$ cat src/rtl/hna_pkg.sv
// Package: shared types and command codes for the hex neighbourhood address generator.
package hna_pkg;

  localparam logic [1:0] CMD_DISK     = 2'd0;
  localparam logic [1:0] CMD_RING     = 2'd1;
  localparam logic [1:0] CMD_ADJACENT = 2'd2;

  localparam logic CFG_COLUMNS = 1'b0;
  localparam logic CFG_ROWS    = 1'b1;

  localparam int CW = 12;

  typedef struct packed {
    logic [1:0]        cmd;
    logic signed [8:0] cq;
    logic [7:0]        cr;
  } item_t;

  typedef struct packed {
    logic       valid;
    logic       hit;
    logic       end_walk;
    logic [7:0] col;
    logic [7:0] row;
  } hit_t;

  typedef struct packed {
    logic       strobe;
    logic       valid_res;
    logic [7:0] column;
    logic [7:0] row_index;
    logic       last;
  } res_t;

endpackage

$ cat src/rtl/hna_walker.sv
// Walk sequencer: holds the item and steps one candidate offset pair per cycle.
module hna_walker #(
  parameter int MAX_RANGE = 4,
  parameter int RW = $clog2(MAX_RANGE + 1),
  parameter int OW = RW + 1
) (
  input  logic                 clk,
  input  logic                 rst_n,
  input  logic                 start,
  input  logic [1:0]           in_command,
  input  logic signed [8:0]    in_center_q,
  input  logic [7:0]           in_center_r,
  input  logic [3:0]           in_reach,
  input  logic                 done,
  output logic                 busy,
  output hna_pkg::item_t       item,
  output logic [RW-1:0]        range,
  output logic                 cand_valid,
  output logic signed [OW-1:0] cand_dq,
  output logic signed [OW-1:0] cand_ds,
  output logic                 cand_end
);

  logic                 busy_r, busy_nxt;
  logic                 act_r, act_nxt;
  hna_pkg::item_t       item_r;
  logic [RW-1:0]        range_r;
  logic signed [OW-1:0] dq_r, dq_nxt;
  logic signed [OW-1:0] ds_r, ds_nxt;
  logic [RW-1:0]        range_in;
  logic signed [OW-1:0] pos_r, neg_r, neg_in;
  logic                 accept;

  assign accept = start && !busy_r;

  always_comb begin
    if (in_command == hna_pkg::CMD_ADJACENT) begin
      range_in = RW'(1);
    end else if (32'(in_reach) > MAX_RANGE) begin
      range_in = RW'(MAX_RANGE);
    end else begin
      range_in = RW'(in_reach);
    end
  end

  assign neg_in = -$signed({1'b0, range_in});
  assign pos_r  = $signed({1'b0, range_r});
  assign neg_r  = -pos_r;
  assign cand_end = (dq_r == pos_r) && (ds_r == pos_r);

  always_comb begin
    busy_nxt = busy_r;
    act_nxt  = act_r;
    dq_nxt   = dq_r;
    ds_nxt   = ds_r;
    if (accept) begin
      busy_nxt = 1'b1;
      act_nxt  = 1'b1;
      dq_nxt   = neg_in;
      ds_nxt   = neg_in;
    end else begin
      if (done) begin
        busy_nxt = 1'b0;
      end
      if (act_r) begin
        if (cand_end) begin
          act_nxt = 1'b0;
        end else if (ds_r == pos_r) begin
          ds_nxt = neg_r;
          dq_nxt = dq_r + OW'(1);
        end else begin
          ds_nxt = ds_r + OW'(1);
        end
      end
    end
  end

  always_ff @(posedge clk) begin
    if (!rst_n) begin
      busy_r <= 1'b0;
      act_r  <= 1'b0;
      dq_r   <= '0;
      ds_r   <= '0;
    end else begin
      busy_r <= busy_nxt;
      act_r  <= act_nxt;
      dq_r   <= dq_nxt;
      ds_r   <= ds_nxt;
    end
  end

  always_ff @(posedge clk) begin
    if (accept) begin
      item_r.cmd <= in_command;
      item_r.cq  <= in_center_q;
      item_r.cr  <= in_center_r;
      range_r    <= range_in;
    end
  end

  assign busy       = busy_r;
  assign item       = item_r;
  assign range      = range_r;
  assign cand_valid = act_r;
  assign cand_dq    = dq_r;
  assign cand_ds    = ds_r;

endmodule

$ cat src/rtl/hna_filter.sv
// Filter pipeline: selects offsets by command, maps to tiles and checks map bounds.
module hna_filter #(
  parameter int MAX_RANGE = 4,
  parameter int RW = $clog2(MAX_RANGE + 1),
  parameter int OW = RW + 1
) (
  input  logic                 clk,
  input  logic                 rst_n,
  input  hna_pkg::item_t       item,
  input  logic [RW-1:0]        range,
  input  logic [9:0]           cols_lim,
  input  logic [9:0]           rows_lim,
  input  logic                 cand_valid,
  input  logic signed [OW-1:0] cand_dq,
  input  logic signed [OW-1:0] cand_ds,
  input  logic                 cand_end,
  output hna_pkg::hit_t        hit
);

  localparam int DW = OW + 2;
  localparam int CW = hna_pkg::CW;

  logic signed [DW-1:0] dq_w, ds_w, dr_w, rng_w;
  logic signed [DW-1:0] adq, ads, adr, dist2;
  logic                 in_rng, take;
  logic signed [CW-1:0] row1_c;

  logic                 v1_r, keep1_r, end1_r;
  logic signed [OW-1:0] dq1_r;
  logic signed [CW-1:0] row1_r;

  logic                 row_ok;
  logic signed [CW-1:0] col2_c;
  logic                 v2_r, keep2_r, end2_r;
  logic signed [CW-1:0] col2_r, row2_r;

  logic                 col_ok;
  logic                 hit_v_r, hit_hit_r, hit_end_r;
  logic [7:0]           hit_col_r, hit_row_r;

  assign dq_w  = DW'(cand_dq);
  assign ds_w  = DW'(cand_ds);
  assign dr_w  = -(dq_w + ds_w);
  assign rng_w = $signed(DW'(range));
  assign adq   = dq_w[DW-1] ? -dq_w : dq_w;
  assign ads   = ds_w[DW-1] ? -ds_w : ds_w;
  assign adr   = dr_w[DW-1] ? -dr_w : dr_w;
  assign dist2 = adq + ads + adr;
  assign in_rng = (dr_w >= -rng_w) && (dr_w <= rng_w);

  always_comb begin
    unique case (item.cmd)
      hna_pkg::CMD_DISK:     take = 1'b1;
      hna_pkg::CMD_RING:     take = (dist2 == (rng_w <<< 1));
      hna_pkg::CMD_ADJACENT: take = (dist2 != '0);
      default:               take = 1'b0;
    endcase
  end

  assign row1_c = $signed(CW'({1'b0, item.cr})) + CW'(dr_w);

  always_ff @(posedge clk) begin
    if (!rst_n) begin
      v1_r <= 1'b0;
    end else begin
      v1_r <= cand_valid;
    end
  end

  always_ff @(posedge clk) begin
    keep1_r <= in_rng && take;
    end1_r  <= cand_end;
    dq1_r   <= cand_dq;
    row1_r  <= row1_c;
  end

  assign row_ok = (row1_r >= 0) && (row1_r < $signed(CW'(rows_lim)));
  assign col2_c = CW'(item.cq) + CW'(dq1_r) + (row1_r >>> 1);

  always_ff @(posedge clk) begin
    if (!rst_n) begin
      v2_r <= 1'b0;
    end else begin
      v2_r <= v1_r;
    end
  end

  always_ff @(posedge clk) begin
    keep2_r <= keep1_r && row_ok;
    end2_r  <= end1_r;
    col2_r  <= col2_c;
    row2_r  <= row1_r;
  end

  assign col_ok = (col2_r >= 0) && (col2_r < $signed(CW'(cols_lim)));

  always_ff @(posedge clk) begin
    if (!rst_n) begin
      hit_v_r <= 1'b0;
    end else begin
      hit_v_r <= v2_r;
    end
  end

  always_ff @(posedge clk) begin
    hit_hit_r <= keep2_r && col_ok;
    hit_end_r <= end2_r;
    hit_col_r <= col2_r[7:0];
    hit_row_r <= row2_r[7:0];
  end

  assign hit = {hit_v_r, hit_hit_r, hit_end_r, hit_col_r, hit_row_r};

endmodule

$ cat src/rtl/hna_emit.sv
// Result formatter: holds one tile back so that the final beat carries last.
module hna_emit (
  input  logic          clk,
  input  logic          rst_n,
  input  hna_pkg::hit_t hit,
  output logic          done,
  output hna_pkg::res_t res
);

  logic          pend_v_r;
  logic [7:0]    pend_col_r, pend_row_r;
  logic          flush_r;
  logic          strobe_r, vres_r, last_r;
  logic [7:0]    col_r, row_r;

  always_ff @(posedge clk) begin
    if (!rst_n) begin
      pend_v_r <= 1'b0;
      flush_r  <= 1'b0;
      strobe_r <= 1'b0;
    end else begin
      strobe_r <= 1'b0;
      if (flush_r) begin
        flush_r  <= 1'b0;
        pend_v_r <= 1'b0;
        strobe_r <= 1'b1;
      end else if (hit.valid) begin
        if (hit.hit) begin
          pend_v_r <= 1'b1;
          strobe_r <= pend_v_r;
        end
        flush_r <= hit.end_walk;
      end
    end
  end

  always_ff @(posedge clk) begin
    if (flush_r) begin
      vres_r <= pend_v_r;
      col_r  <= pend_v_r ? pend_col_r : 8'd0;
      row_r  <= pend_v_r ? pend_row_r : 8'd0;
      last_r <= 1'b1;
    end else begin
      vres_r <= 1'b1;
      col_r  <= pend_col_r;
      row_r  <= pend_row_r;
      last_r <= 1'b0;
    end
    if (!flush_r && hit.valid && hit.hit) begin
      pend_col_r <= hit.col;
      pend_row_r <= hit.row;
    end
  end

  assign done = flush_r;
  assign res  = {strobe_r, vres_r, col_r, row_r, last_r};

endmodule

$ cat src/rtl/hex_neighbourhood_address_gen.sv
// Top level: hex neighbourhood address generator with configuration registers.
//
// Input: an item (command, centre q/r, reach) is taken at a clock edge with
// start high and busy low. busy stays high until the item's final result beat
// has been produced; one item is in work at a time.
// Output: each result beat is on the out_ ports for one cycle with out_strobe
// high. Tiles come in walk order (dq outer, ds inner); out_last marks the final
// beat. An item with no in-bounds tile gives one beat with out_valid_res low.
// Timing: the walker steps one offset pair per cycle over all (2*r+1)^2 pairs,
// r the clamped range (81 pairs at range 4); each pair then passes through the
// filter and formatter pipeline, and busy drops once the last pair has left it.
// The final beat is on the ports in the first cycle with busy low, and the next
// item can be taken from then on.
// Configuration: cfg_we writes map_columns (index 0) or map_rows (index 1)
// from cfg_data; write only while busy is low.
// Reset: rst_n low at a clock edge empties the walk and pipeline and sets
// both map sizes to 256. The receiver cannot stall; beats are never held.
module hex_neighbourhood_address_gen #(
  parameter int MAX_RANGE   = 4,
  parameter int MAX_COLUMNS = 256,
  parameter int MAX_ROWS    = 256
) (
  input  logic              clk,
  input  logic              rst_n,
  input  logic              start,
  output logic              busy,
  input  logic [1:0]        in_command,
  input  logic signed [8:0] in_center_q,
  input  logic [7:0]        in_center_r,
  input  logic [3:0]        in_reach,
  output logic              out_strobe,
  output logic              out_valid_res,
  output logic [7:0]        out_column,
  output logic [7:0]        out_row_index,
  output logic              out_last,
  input  logic              cfg_we,
  input  logic              cfg_index,
  input  logic [8:0]        cfg_data
);

  localparam int RW = $clog2(MAX_RANGE + 1);
  localparam int OW = RW + 1;

  logic [8:0]           cols_r, rows_r;
  logic [9:0]           cols_lim, rows_lim;
  hna_pkg::item_t       item;
  logic [RW-1:0]        range;
  logic                 cand_valid, cand_end;
  logic signed [OW-1:0] cand_dq, cand_ds;
  hna_pkg::hit_t        hit;
  hna_pkg::res_t        res;
  logic                 done;

  always_ff @(posedge clk) begin
    if (!rst_n) begin
      cols_r <= 9'd256;
      rows_r <= 9'd256;
    end else if (cfg_we) begin
      unique case (cfg_index)
        hna_pkg::CFG_COLUMNS: cols_r <= cfg_data;
        hna_pkg::CFG_ROWS:    rows_r <= cfg_data;
        default:              ;
      endcase
    end
  end

  assign cols_lim = (32'(cols_r) > MAX_COLUMNS) ? 10'(MAX_COLUMNS) : {1'b0, cols_r};
  assign rows_lim = (32'(rows_r) > MAX_ROWS) ? 10'(MAX_ROWS) : {1'b0, rows_r};

  hna_walker #(
    .MAX_RANGE (MAX_RANGE),
    .RW        (RW),
    .OW        (OW)
  ) u_walker (
    .clk         (clk),
    .rst_n       (rst_n),
    .start       (start),
    .in_command  (in_command),
    .in_center_q (in_center_q),
    .in_center_r (in_center_r),
    .in_reach    (in_reach),
    .done        (done),
    .busy        (busy),
    .item        (item),
    .range       (range),
    .cand_valid  (cand_valid),
    .cand_dq     (cand_dq),
    .cand_ds     (cand_ds),
    .cand_end    (cand_end)
  );

  hna_filter #(
    .MAX_RANGE (MAX_RANGE),
    .RW        (RW),
    .OW        (OW)
  ) u_filter (
    .clk        (clk),
    .rst_n      (rst_n),
    .item       (item),
    .range      (range),
    .cols_lim   (cols_lim),
    .rows_lim   (rows_lim),
    .cand_valid (cand_valid),
    .cand_dq    (cand_dq),
    .cand_ds    (cand_ds),
    .cand_end   (cand_end),
    .hit        (hit)
  );

  hna_emit u_emit (
    .clk   (clk),
    .rst_n (rst_n),
    .hit   (hit),
    .done  (done),
    .res   (res)
  );

  assign out_strobe    = res.strobe;
  assign out_valid_res = res.valid_res;
  assign out_column    = res.column;
  assign out_row_index = res.row_index;
  assign out_last      = res.last;

endmodule

$ cat config.mk
export PLATFORM = sky130hd
export DESIGN_NAME = hex_neighbourhood_address_gen
export DESIGN_NICKNAME = d
export VERILOG_FILES = /design/src/rtl/hna_pkg.sv /design/src/rtl/hna_walker.sv /design/src/rtl/hna_filter.sv /design/src/rtl/hna_emit.sv /design/src/rtl/hex_neighbourhood_address_gen.sv
export SDC_FILE = /design/constraint.sdc
export NUM_CORES = 1
export LEC_CHECK = 0
export ABC_AREA = 1
export BUFFER_PORTS_ARGS = -buffer_cell sky130_fd_sc_hd__buf_2
export CORE_MARGIN = 1.5
export CORE_UTILIZATION = 64
export CTS_CLUSTER_SIZE = 40
export DETAILED_ROUTE_END_ITERATION = 10
export PLACE_DENSITY = 0.85
export SLEW_MARGIN = 20
export SYNTH_ARGS = -nofsm -noshare
export SYNTH_HDL_FRONTEND = slang
export SYNTH_SLANG_ARGS = --single-unit
$ cat constraint.sdc
create_clock -name clk -period 6.28 [get_ports clk]
set_clock_uncertainty 0.1 [all_clocks]
set_input_delay 0.314 -clock clk [delete_from_list [all_inputs] [get_ports clk]]
set_output_delay 0.314 -clock clk [all_outputs]
set_load 0.05 [all_outputs]
==> flow_summary.json, run 1 <==
{
  "dieArea_um2": 11200,
  "syn_to_final_growth_pct": 19.1,
  "holdBufCountCts": 28,
  "design_area_um2": 8030,
  "finalSetupViolations": 0,
  "slew_viol_final": 0,
  "met1_usage_pct": 31.4,
  "synth.area.top_cells": "dfxtp_1 (32%), edfxtp_1 (17%), ha_1 (12%)",
  "yosys_warnings": 0,
  "peakVddDrop_mv": 0.333,
  "p_clk_share_pct": 26.6,
  "maxCapViolCount": 0,
  "grt_max_degree": 30,
  "clk_latency_ns": 0.54,
  "maxSlewHeadroom_pct": 52.0,
  "ios": 57,
  "grt-busiest-layer": "met2",
  "finalWirelength_um": 16000,
  "status": "completed",
  "power_frac_comb_pct": 38.4,
  "netlist_instances": 723,
  "fin_ws_ns": 2.04,
  "wire_per_inst_um": 16.5,
  "cp-start-kind": "flop",
  "multiInputGateArea_um2": 3010,
  "hpwlAfterDp_um": 10600,
  "postCtsSetupRepairBufs": 0,
  "hp-start": "start",
  "place_area_um2": 7170,
  "async_flop_share_pct": 0,
  "vias": 5289,
  "track_usage_pct": 30.4,
  "period_share_pct": 67.5,
  "core_um2": 10300,
  "antenna_found_initial": 0,
  "synth_fa_ha_area_share_pct": 16.6,
  "seqPwrFrac_pct": 35.1,
  "timing.setup.tns_ns": 0,
  "syn_avg_cell_area_um2": 9.32,
  "drive_gt1_share_pct": 12.8,
  "clockBufferDepth": 2,
  "fin_crit_ns": 4.24,
  "cts_root_buffer": "clkbuf_8",
  "internal_power_mw": 2.32,
  "crit_path_end_kind": "flop",
  "reg2regPathDepth": 18,
  "register_area_um2": 3280,
  "critPathSlowestCell": "dfxtp_1",
  "ys_seq_area_share_pct": 48.7,
  "cts_made_buffers": 17,
  "fillers": 643,
  "via_per_inst": 5.45,
  "hold_violations": 0,
  "slowest_delay_ns": 0.46,
  "yosys.area_share.simple_pct": 15.4,
  "p_leak_nw": 3.75,
  "drc": 0,
  "portBuffers": 56,
  "die_w_um": 106,
  "r2r-start": "u_walker.cand_ds[1]$_SDFFE_PN0P_",
  "synth_commonest_cells": "dfxtp_1 (107), inv_1 (104), nand2_1 (104)",
  "grt_pass1_wl_um": 25700,
  "cts_sinks": 145,
  "start_util_pct": 65.5,
  "cts_tree": "built",
  "rows": 37,
  "path_max_fanout": 11,
  "synth.area.mux_share_pct": 0,
  "total_power_mw": 3.70,
  "cts_max_level": 4,
  "first_pass_iters": 5,
  "synth_top_area_share_pct": 31.8,
  "synthesis.area_um2": 6740,
  "synth-compound-area-share_pct": 9.06,
  "gr-usage-met2_pct": 54.5,
  "p_sw_share_pct": 37.4,
  "whs_path_depth": 3,
  "yosys.area.top_type": "dfxtp_1",
  "power_switching_mw": 1.38,
  "fmax_mhz": 236,
  "synth_edf_count": 38,
  "min_to": "u_walker.busy$_SDFFE_PN0P_",
  "path_clk_slew_ns": 0.06,
  "arrival_ns": 4.61,
  "ctsResizeCount": 0,
  "yosysUniqueCellTypes": 41,
  "die_y_um": 106,
  "first_iter_violations": 324,
  "num-nets-final": 938,
  "place_congestion": 0.927,
  "worst_hold_path_type": "in -> reg",
  "ys.flop_type": "dfxtp_1",
  "critPathKind": "reg -> reg",
  "grt_pass1_vias": 5497,
  "dp_slack_ns": 2.03,
  "r2r_slack_ns": 2.04,
  "ys_ff_latch": 145,
  "worst_pin_slew_ns": 0.714,
  "yosysMostFrequentCell": "dfxtp_1",
  "antennaDiodeCount": 0,
  "overflow": 0,
  "synth-xor-area-share_pct": 3.51,
  "ant_nets": 0,
  "powerDensity_nw_per_um2": 461,
  "r2r-end": "u_filter.keep1_r$_DFF_P_",
  "gr-usage-met3_pct": 7.61,
  "rsz0062_at_grt": "no",
  "required_ns": 6.65,
  "worstPathCellList": "ha_1 > inv_1 > ha_1 > inv_1 > fa_1 > inv_1 > nand3_1 > nand2_1 > nand2_2 > o21ai_0 > fa_1 > ha_1 > fa_1 > xnor2_1 > xor2_1 > nor3_1 > nand4_1 > a21oi_1",
  "synth_top_family_by_area": "adder cells"
}
==> through the flow <==
stage	util (%)	cells	hold WS, ns
after detailed placement	69.8	911	0.212
after global routing	78.1	971	0.0516
after global placement	69.8	911	0.211
after CTS	78.1	971	0.0208
after floorplan	-	724	0.210
final	78.1	971	0.0491
==> cells in the final DEF (no fill, tap or decap), types with 3 or more instances in the layout <==
master / n
o21ai_1: 6
nand2_1: 104
fa_1: 17
nor3_1: 7
o211ai_1: 6
nand3_1: 28
ha_1: 62
xor2_1: 20
dlygate4sd3_1: 28
nor2_1: 79
a21oi_1: 45
buf_2: 56
o21ai_0: 42
inv_2: 5
nand2_2: 3
nand4_1: 6
nor4_1: 4
dfxtp_1: 107
clkbuf_16: 16
inv_1: 104
inv_6: 6
edfxtp_1: 38
xnor2_1: 7
==> final cells by class <==
| cell class | instances | area share, % |
|---|---|---|
| sequential | 145 | 40.9 |
| multi-input combinational | 461 | 37.5 |
| timing repair buffer | 86 | 7.17 |
| clock buffer | 19 | 5.25 |
| inverter | 111 | 5.19 |
| tap | 136 | 2.12 |
| clock inverter | 13 | 1.84 |
==> worst max-delay path, delay by kind of cell (launching register included) <==
| family | cells | cell delay (ns) |
|---|---|---|
| AND/OR/NAND/NOR | 5 | 0.65 |
| flip-flops | 1 | 0.46 |
| XOR/XNOR | 2 | 0.34 |
| buffers and inverters | 3 | 0.20 |
| AO/OA/AOI/OAI | 2 | 0.47 |
| adder cells (fa/ha/maj) | 6 | 1.94 |
==> layer usage <==
layer	vias up	wire [um]
li1	2553	-
met1	2475	6180
met2	198	8280
met3	63	735
met4	0	789
met5	-	0
==> logic make-up (layout without fill, tap and decap cells) <==
kind of cell | after synthesis | count (layout)
AND/OR/NAND/NOR | 242 | 242
flip-flops | 145 | 145
buffers and inverters | 118 | 229
AO/OA/AOI/OAI | 111 | 111
adder cells (fa/ha/maj) | 79 | 79
XOR/XNOR | 27 | 27
other | 1 | 2
==> sequential cells by signal (all words and copies together), names as in the netlist, 3 cells and up <==
name and cells:
u_filter.hit_col_r 8, u_walker.range 3, u_emit.col_r 8, u_walker.item 19, rows_r 9, u_emit.pend_col_r 8, u_walker.cand_ds 4, u_filter.col2_r 11
u_filter.hit_row_r 8, u_emit.row_r 8, u_emit.pend_row_r 8, u_filter.row2_r 8, u_filter.dq1_r 4, cols_r 9, u_filter.row1_r 10, u_walker.cand_dq 4
==> power groups by stage <==
| stage | clock, mW | combinational, mW | sequential (mW) |
|---|---|---|---|
| floorplan | 0 | 1.05 | 1.27 |
| global placement | 0 | 1.27 | 1.30 |
| detailed placement | 0 | 1.35 | 1.31 |
| CTS | 0.993 | 1.40 | 1.30 |
| global route | 1.03 | 1.59 | 1.31 |
| finish | 0.983 | 1.42 | 1.30 |
==> worst max-delay path by stage <==
| stage | slack, ns | cells past startpoint | end | startpoint |
|---|---|---|---|---|
| after floorplan | 2.56 | 18 | u_filter.keep1_r$_DFF_P_ | u_walker.cand_ds[1]$_SDFFE_PN0P_ |
| after global placement | 2.23 | 18 | u_filter.keep1_r$_DFF_P_ | u_walker.cand_ds[1]$_SDFFE_PN0P_ |
| after detailed placement | 2.03 | 18 | u_filter.keep1_r$_DFF_P_ | u_walker.cand_ds[1]$_SDFFE_PN0P_ |
| after CTS | 2.03 | 18 | u_filter.keep1_r$_DFF_P_ | u_walker.cand_ds[1]$_SDFFE_PN0P_ |
| after global routing | 1.73 | 17 | u_filter.keep1_r$_DFF_P_ | u_walker.cand_dq[2]$_SDFFE_PN0P_ |
| final | 2.04 | 18 | u_filter.keep1_r$_DFF_P_ | u_walker.cand_ds[1]$_SDFFE_PN0P_ |
(Power assumes the default switching activity.)
==> run 2, diff against run 1 <==
--- a/config.mk
+++ b/config.mk
@@ -8,10 +8,10 @@
 export ABC_AREA = 1
 export BUFFER_PORTS_ARGS = -buffer_cell sky130_fd_sc_hd__buf_2
 export CORE_MARGIN = 1.5
-export CORE_UTILIZATION = 64
+export CORE_UTILIZATION = 60
 export CTS_CLUSTER_SIZE = 40
 export DETAILED_ROUTE_END_ITERATION = 10
-export PLACE_DENSITY = 0.85
+export PLACE_DENSITY = 0.8
 export SLEW_MARGIN = 20
 export SYNTH_ARGS = -nofsm -noshare
 export SYNTH_HDL_FRONTEND = slang
==> constraint.sdc (replaced) <==
create_clock -name clk -period 4.4 [get_ports clk]
set_clock_uncertainty 0.1 [all_clocks]
set_input_delay 0.22 -clock clk [delete_from_list [all_inputs] [get_ports clk]]
set_output_delay 0.22 -clock clk [all_outputs]
set_load 0.05 [all_outputs]
==> flow_summary.json, run 2 (same netlist as run 1, synthesis figures left out) <==
{
  "critPathKind": "reg -> reg",
  "path_max_fanout": 11,
  "num-nets-final": 941,
  "track_usage_pct": 26.0,
  "seqPwrFrac_pct": 35.7,
  "finalWirelength_um": 14500,
  "met1_usage_pct": 28.4,
  "p_leak_nw": 3.76,
  "first_pass_iters": 5,
  "required_ns": 4.76,
  "arrival_ns": 4.43,
  "cts_tree": "built",
  "start_util_pct": 61.9,
  "cts_made_buffers": 17,
  "cts_sinks": 145,
  "fmax_mhz": 246,
  "p_clk_share_pct": 25.9,
  "peakVddDrop_mv": 0.435,
  "p_sw_share_pct": 38.0,
  "grt_max_degree": 29,
  "drive_gt1_share_pct": 12.9,
  "via_per_inst": 5.17,
  "place_congestion": 0.917,
  "clk_latency_ns": 0.52,
  "antennaDiodeCount": 0,
  "slew_viol_final": 0,
  "maxSlewHeadroom_pct": 54.4,
  "rows": 38,
  "wire_per_inst_um": 14.8,
  "gr-usage-met2_pct": 48.4,
  "hold_violations": 0,
  "timing.setup.tns_ns": 0,
  "worst_hold_path_type": "in -> reg",
  "grt_pass1_wl_um": 23100,
  "gr-usage-met3_pct": 6.22,
  "die_y_um": 109,
  "power_switching_mw": 1.97,
  "ant_nets": 0,
  "status": "completed",
  "cts_root_buffer": "clkbuf_8",
  "portBuffers": 56,
  "largest_reg_flops": 19,
  "die_w_um": 109,
  "dieArea_um2": 11900,
  "syn_to_final_growth_pct": 19.5,
  "core_um2": 10900,
  "cp-start-kind": "flop",
  "powerDensity_nw_per_um2": 644,
  "layout_commonest_cell": "dfxtp_1",
  "fin_crit_ns": 4.07,
  "total_power_mw": 5.18,
  "internal_power_mw": 3.21,
  "worst_pin_slew_ns": 0.683,
  "overflow": 0,
  "period_share_pct": 92.6,
  "vias": 5052,
  "antenna_found_initial": 0,
  "drc": 0,
  "finalSetupViolations": 0,
  "path_clk_slew_ns": 0.07,
  "grt-busiest-layer": "met2",
  "clockBufferDepth": 2,
  "grt_pass1_vias": 5004,
  "ios": 57,
  "cts_max_level": 4,
  "postCtsSetupRepairBufs": 0,
  "hpwlAfterDp_um": 10400,
  "maxCapViolCount": 0,
  "mostFrequentLayoutCells": "dfxtp_1 (107), inv_1 (104), nand2_1 (104)",
  "power_frac_comb_pct": 38.3,
  "crit_path_end_kind": "flop",
  "first_iter_violations": 394,
  "rsz0062_at_grt": "no"
}
[run 2: changes by cell type in the layout (fill, tap and decap cells not counted), sizes merged]
cell	previous run	this run
clkinvlp	2	0
dlygate4sd3	28	31
clkbuf	19	17
bufinv	2	0
clkinv	4	9
inv	116	117
[run 2: stage by stage]
| stage | worst slack (ns) | cells | cell area, um^2 | util [%] | hold slack [ns] |
|---|---|---|---|---|---|
| finish | 0.327 | 978 | 8050 | 73.9 | 0.0364 |
| global route | 0.0260 | 978 | 8050 | 73.9 | 0.0534 |
| CTS | 0.294 | 978 | 8050 | 73.9 | 0.0118 |
| detailed placement | 0.306 | 915 | 7180 | 65.9 | 0.212 |
| global placement | 0.418 | 915 | 7180 | 65.9 | 0.210 |
| floorplan | 0.682 | 724 | 6740 | - | 0.210 |
[run 2: worst max-delay path, stage by stage, from the launching register on]
cell	delay, ns
dfxtp_1	0.44
inv_1	0.13
ha_1	0.32
inv_1	0.06
fa_1	0.43
inv_1	0.08
nand3_1	0.07
nand2_1	0.09
nand2_2	0.16
nand2_1	0.10
o21ai_1	0.09
fa_1	0.48
ha_1	0.25
fa_1	0.40
xnor2_1	0.23
xor2_1	0.10
nor3_1	0.18
nand4_1	0.12
a21oi_1	0.15
[run 2: path summary, 6_finish.rpt]
check / startpoint / end / slack (ns) / cells past startpoint
hold reg to reg: u_filter.row2_r[1]$_DFF_P_ / u_filter.hit_row_r[1]$_DFF_P_ / 0.23 / 0
setup / recovery: u_walker.cand_dq[2]$_SDFFE_PN0P_ / u_filter.keep1_r$_DFF_P_ / 0.33 / 18
setup reg to reg: u_walker.cand_dq[2]$_SDFFE_PN0P_ / u_filter.keep1_r$_DFF_P_ / 0.33 / 18
hold / removal: cfg_index / cols_r[8]$_SDFFE_PN1P_ / 0.04 / 4
[run 2: cell type report]
class	instances	area [um^2]
repair buffers	89	606
clock inverters	15	145
well taps	140	175
flip-flops and latches	145	3280
clock buffers	17	414
multi-input cells	461	3010
fillers	766	2840
inverters	111	417
[run 2: layer usage]
metal / wire length (um) / up-vias
met4: 250 / 0
met3: 679 / 27
met5: 0 / -
met2: 7670 / 137
met1: 5920 / 2320
li1: - / 2568
[run 2: power groups by stage]
stage               clock network [mW]  registers (mW)  logic [mW]
floorplan                            0            1.81        1.50
CTS                               1.36            1.85        1.98
global route                      1.43            1.88        2.27
finish                            1.34            1.85        1.99
global placement                     0            1.86        1.83
detailed placement                   0            1.88        1.92
[run 2: what timing repair did]
| action | CTS | global route |
|---|---|---|
| endpoints found under the hold margin | 41 | 0 |
| hold buffers | 31 | 0 |
| endpoints found under the setup margin | 0 | 1 |
| resized for setup | 0 | 1 |
==> run 3, diff against run 2 <==
--- a/config.mk
+++ b/config.mk
@@ -6,6 +6,7 @@
 export NUM_CORES = 1
 export LEC_CHECK = 0
 export ABC_AREA = 1
+export ABC_CLOCK_PERIOD_IN_PS = 4100
 export BUFFER_PORTS_ARGS = -buffer_cell sky130_fd_sc_hd__buf_2
 export CORE_MARGIN = 1.5
 export CORE_UTILIZATION = 60
==> constraint.sdc (replaced) <==
create_clock -name clk -period 4.1 [get_ports clk]
set_clock_uncertainty 0.1 [all_clocks]
set_input_delay 0.205 -clock clk [delete_from_list [all_inputs] [get_ports clk]]
set_output_delay 0.205 -clock clk [all_outputs]
set_load 0.05 [all_outputs]
==> flow_summary.json, run 3 (same netlist as run 1, synthesis figures left out) <==
{
  "status": "completed",
  "first_iter_violations": 440,
  "core_um2": 10900,
  "internal_power_mw": 3.60,
  "rsz0062_at_grt": "no",
  "power_switching_mw": 2.14,
  "vias": 5232,
  "powerDensity_nw_per_um2": 703,
  "arrival_ns": 4.21,
  "slew_viol_final": 0,
  "p_sw_share_pct": 37.2,
  "portBuffers": 56,
  "seqPwrFrac_pct": 34.6,
  "cts_max_level": 4,
  "grt_pass1_vias": 5301,
  "finalWirelength_um": 15000,
  "place_congestion": 0.903,
  "overflow": 0,
  "die_w_um": 109,
  "grt_max_degree": 29,
  "place_inst": 918,
  "worst_pin_slew_ns": 0.782,
  "track_usage_pct": 27.1,
  "start_util_pct": 61.9,
  "antennaDiodeCount": 0,
  "largest_reg_flops": 19,
  "maxCapViolCount": 0,
  "postCtsSetupRepairBufs": 0,
  "fillers": 749,
  "path_max_fanout": 8,
  "p_leak_nw": 3.79,
  "cts_root_buffer": "clkbuf_8",
  "fmax_mhz": 261,
  "clk_latency_ns": 0.55,
  "clockBufferDepth": 2,
  "rows": 38,
  "final_core_util_pct": 75.0,
  "antenna_found_initial": 0,
  "ant_nets": 0,
  "ios": 57,
  "peakVddDrop_mv": 0.613,
  "drive_gt1_share_pct": 14.5,
  "path_clk_slew_ns": 0.06,
  "timing.setup.tns_ns": 0,
  "cp-start-kind": "flop",
  "fin_crit_ns": 3.84,
  "hpwlAfterDp_um": 10700,
  "crit_path_end_kind": "flop",
  "syn_to_final_growth_pct": 21.3,
  "wire_per_inst_um": 15.2,
  "grt_pass1_wl_um": 23900,
  "mostFrequentLayoutCells": "inv_1 (104), nand2_1 (104), dfxtp_1 (103)",
  "die_y_um": 109,
  "critPathKind": "reg -> reg",
  "drc": 0,
  "cts_tree": "built",
  "cts_sinks": 145,
  "worst_hold_path_type": "in -> reg",
  "first_pass_iters": 5,
  "fin_cells": 984,
  "cts_made_buffers": 17,
  "required_ns": 4.48,
  "finalSetupViolations": 0,
  "maxSlewHeadroom_pct": 47.8,
  "power_frac_comb_pct": 39.5,
  "period_share_pct": 93.6,
  "hold_violations": 0,
  "num-nets-final": 947,
  "dieArea_um2": 11900,
  "via_per_inst": 5.32,
  "p_clk_share_pct": 25.9
}
-- run 3: cell count changes in the layout (fill, tap and decap cells not counted), sizes merged --
cell	previous run	this run
buf	58	61
dlygate4sd3	31	34
bufinv	0	1
clkinv	9	6
clkinvlp	0	1
clkbuf	17	18
-- run 3: worst paths after layout --
| kind | to | slack [ns] | startpoint | depth (start not counted) |
|---|---|---|---|---|
| worst min register to register | u_filter.hit_end_r$_DFF_P_ | 0.23 | u_filter.end2_r$_DFF_P_ | 0 |
| worst min-delay path | u_walker.range[2]$_DFFE_PP_ | 0.008 | in_reach[3] | 5 |
| worst max-delay path | u_filter.keep1_r$_DFF_P_ | 0.26 | u_walker.cand_dq[1]$_SDFFE_PN0P_ | 23 |
| worst max register to register | u_filter.keep1_r$_DFF_P_ | 0.26 | u_walker.cand_dq[1]$_SDFFE_PN0P_ | 23 |
-- run 3: stage by stage --
step | cell area (um^2) | setup slack (ns) | power [mW] | hold slack, ns
5_1_grt | 8170 | 0.00891 | 6.14 | 0.0325
2_1_floorplan | 6740 | 0.382 | 3.55 | 0.204
6_report | 8170 | 0.262 | 5.74 | 0.00755
3_5_place_dp | 7200 | 0.0997 | 4.06 | 0.212
4_1_cts | 8120 | 0.0579 | 5.60 | 0.000868
3_3_place_gp | 7200 | 0.173 | 3.96 | 0.209
-- run 3: final cells by class --
cell class	instances	area (um^2)	area share [%]
Clock buffer	18	428	5.24
Inverter	111	417	5.10
Clock inverter	14	145	1.78
Sequential cell	145	3290	40.2
Multi-Input combinational cell	461	3060	37.4
Tap cell	140	175	2.14
Timing Repair Buffer	95	658	8.06
-- run 3: per-layer routing --
layer	wire [um]	share of wire [%]	global-route usage (%)
met1	5850	39	27.7
met2	7910	53	50.4
met4	539	3.6	15.4
met3	657	4.4	6.22
met5	0	0	0
-- run 3: worst max-delay path: stages (launching register included) --
cell and delay [ns]:
dfxtp_2 0.35, ha_1 0.30, inv_1 0.06, ha_1 0.15
inv_1 0.05, fa_1 0.38, inv_1 0.09, nand3_1 0.08
nand2_1 0.10, nand2_2 0.08, buf_4 0.18, o31ai_1 0.09
xor2_1 0.14, fa_1 0.54, ha_4 0.32, nand3_1 0.10
a21o_1 0.19, nand2_1 0.09, inv_1 0.06, nand2_1 0.06
nand2_1 0.05, nand3_1 0.06, nand2_1 0.05, a21oi_1 0.12
-- run 3: repair_timing --
item	CTS	global route
gates resized for setup	0	12
endpoints found under the setup margin	0	1
endpoints found under the hold margin	43	0
hold buffers	34	0
-- run 3: power groups by stage --
stage | logic, mW | registers [mW] | clock network (mW)
floorplan | 1.61 | 1.94 | 0
global placement | 1.96 | 2.00 | 0
detailed placement | 2.05 | 2.01 | 0
CTS | 2.11 | 1.99 | 1.51
global route | 2.55 | 2.01 | 1.57
finish | 2.27 | 1.99 | 1.49
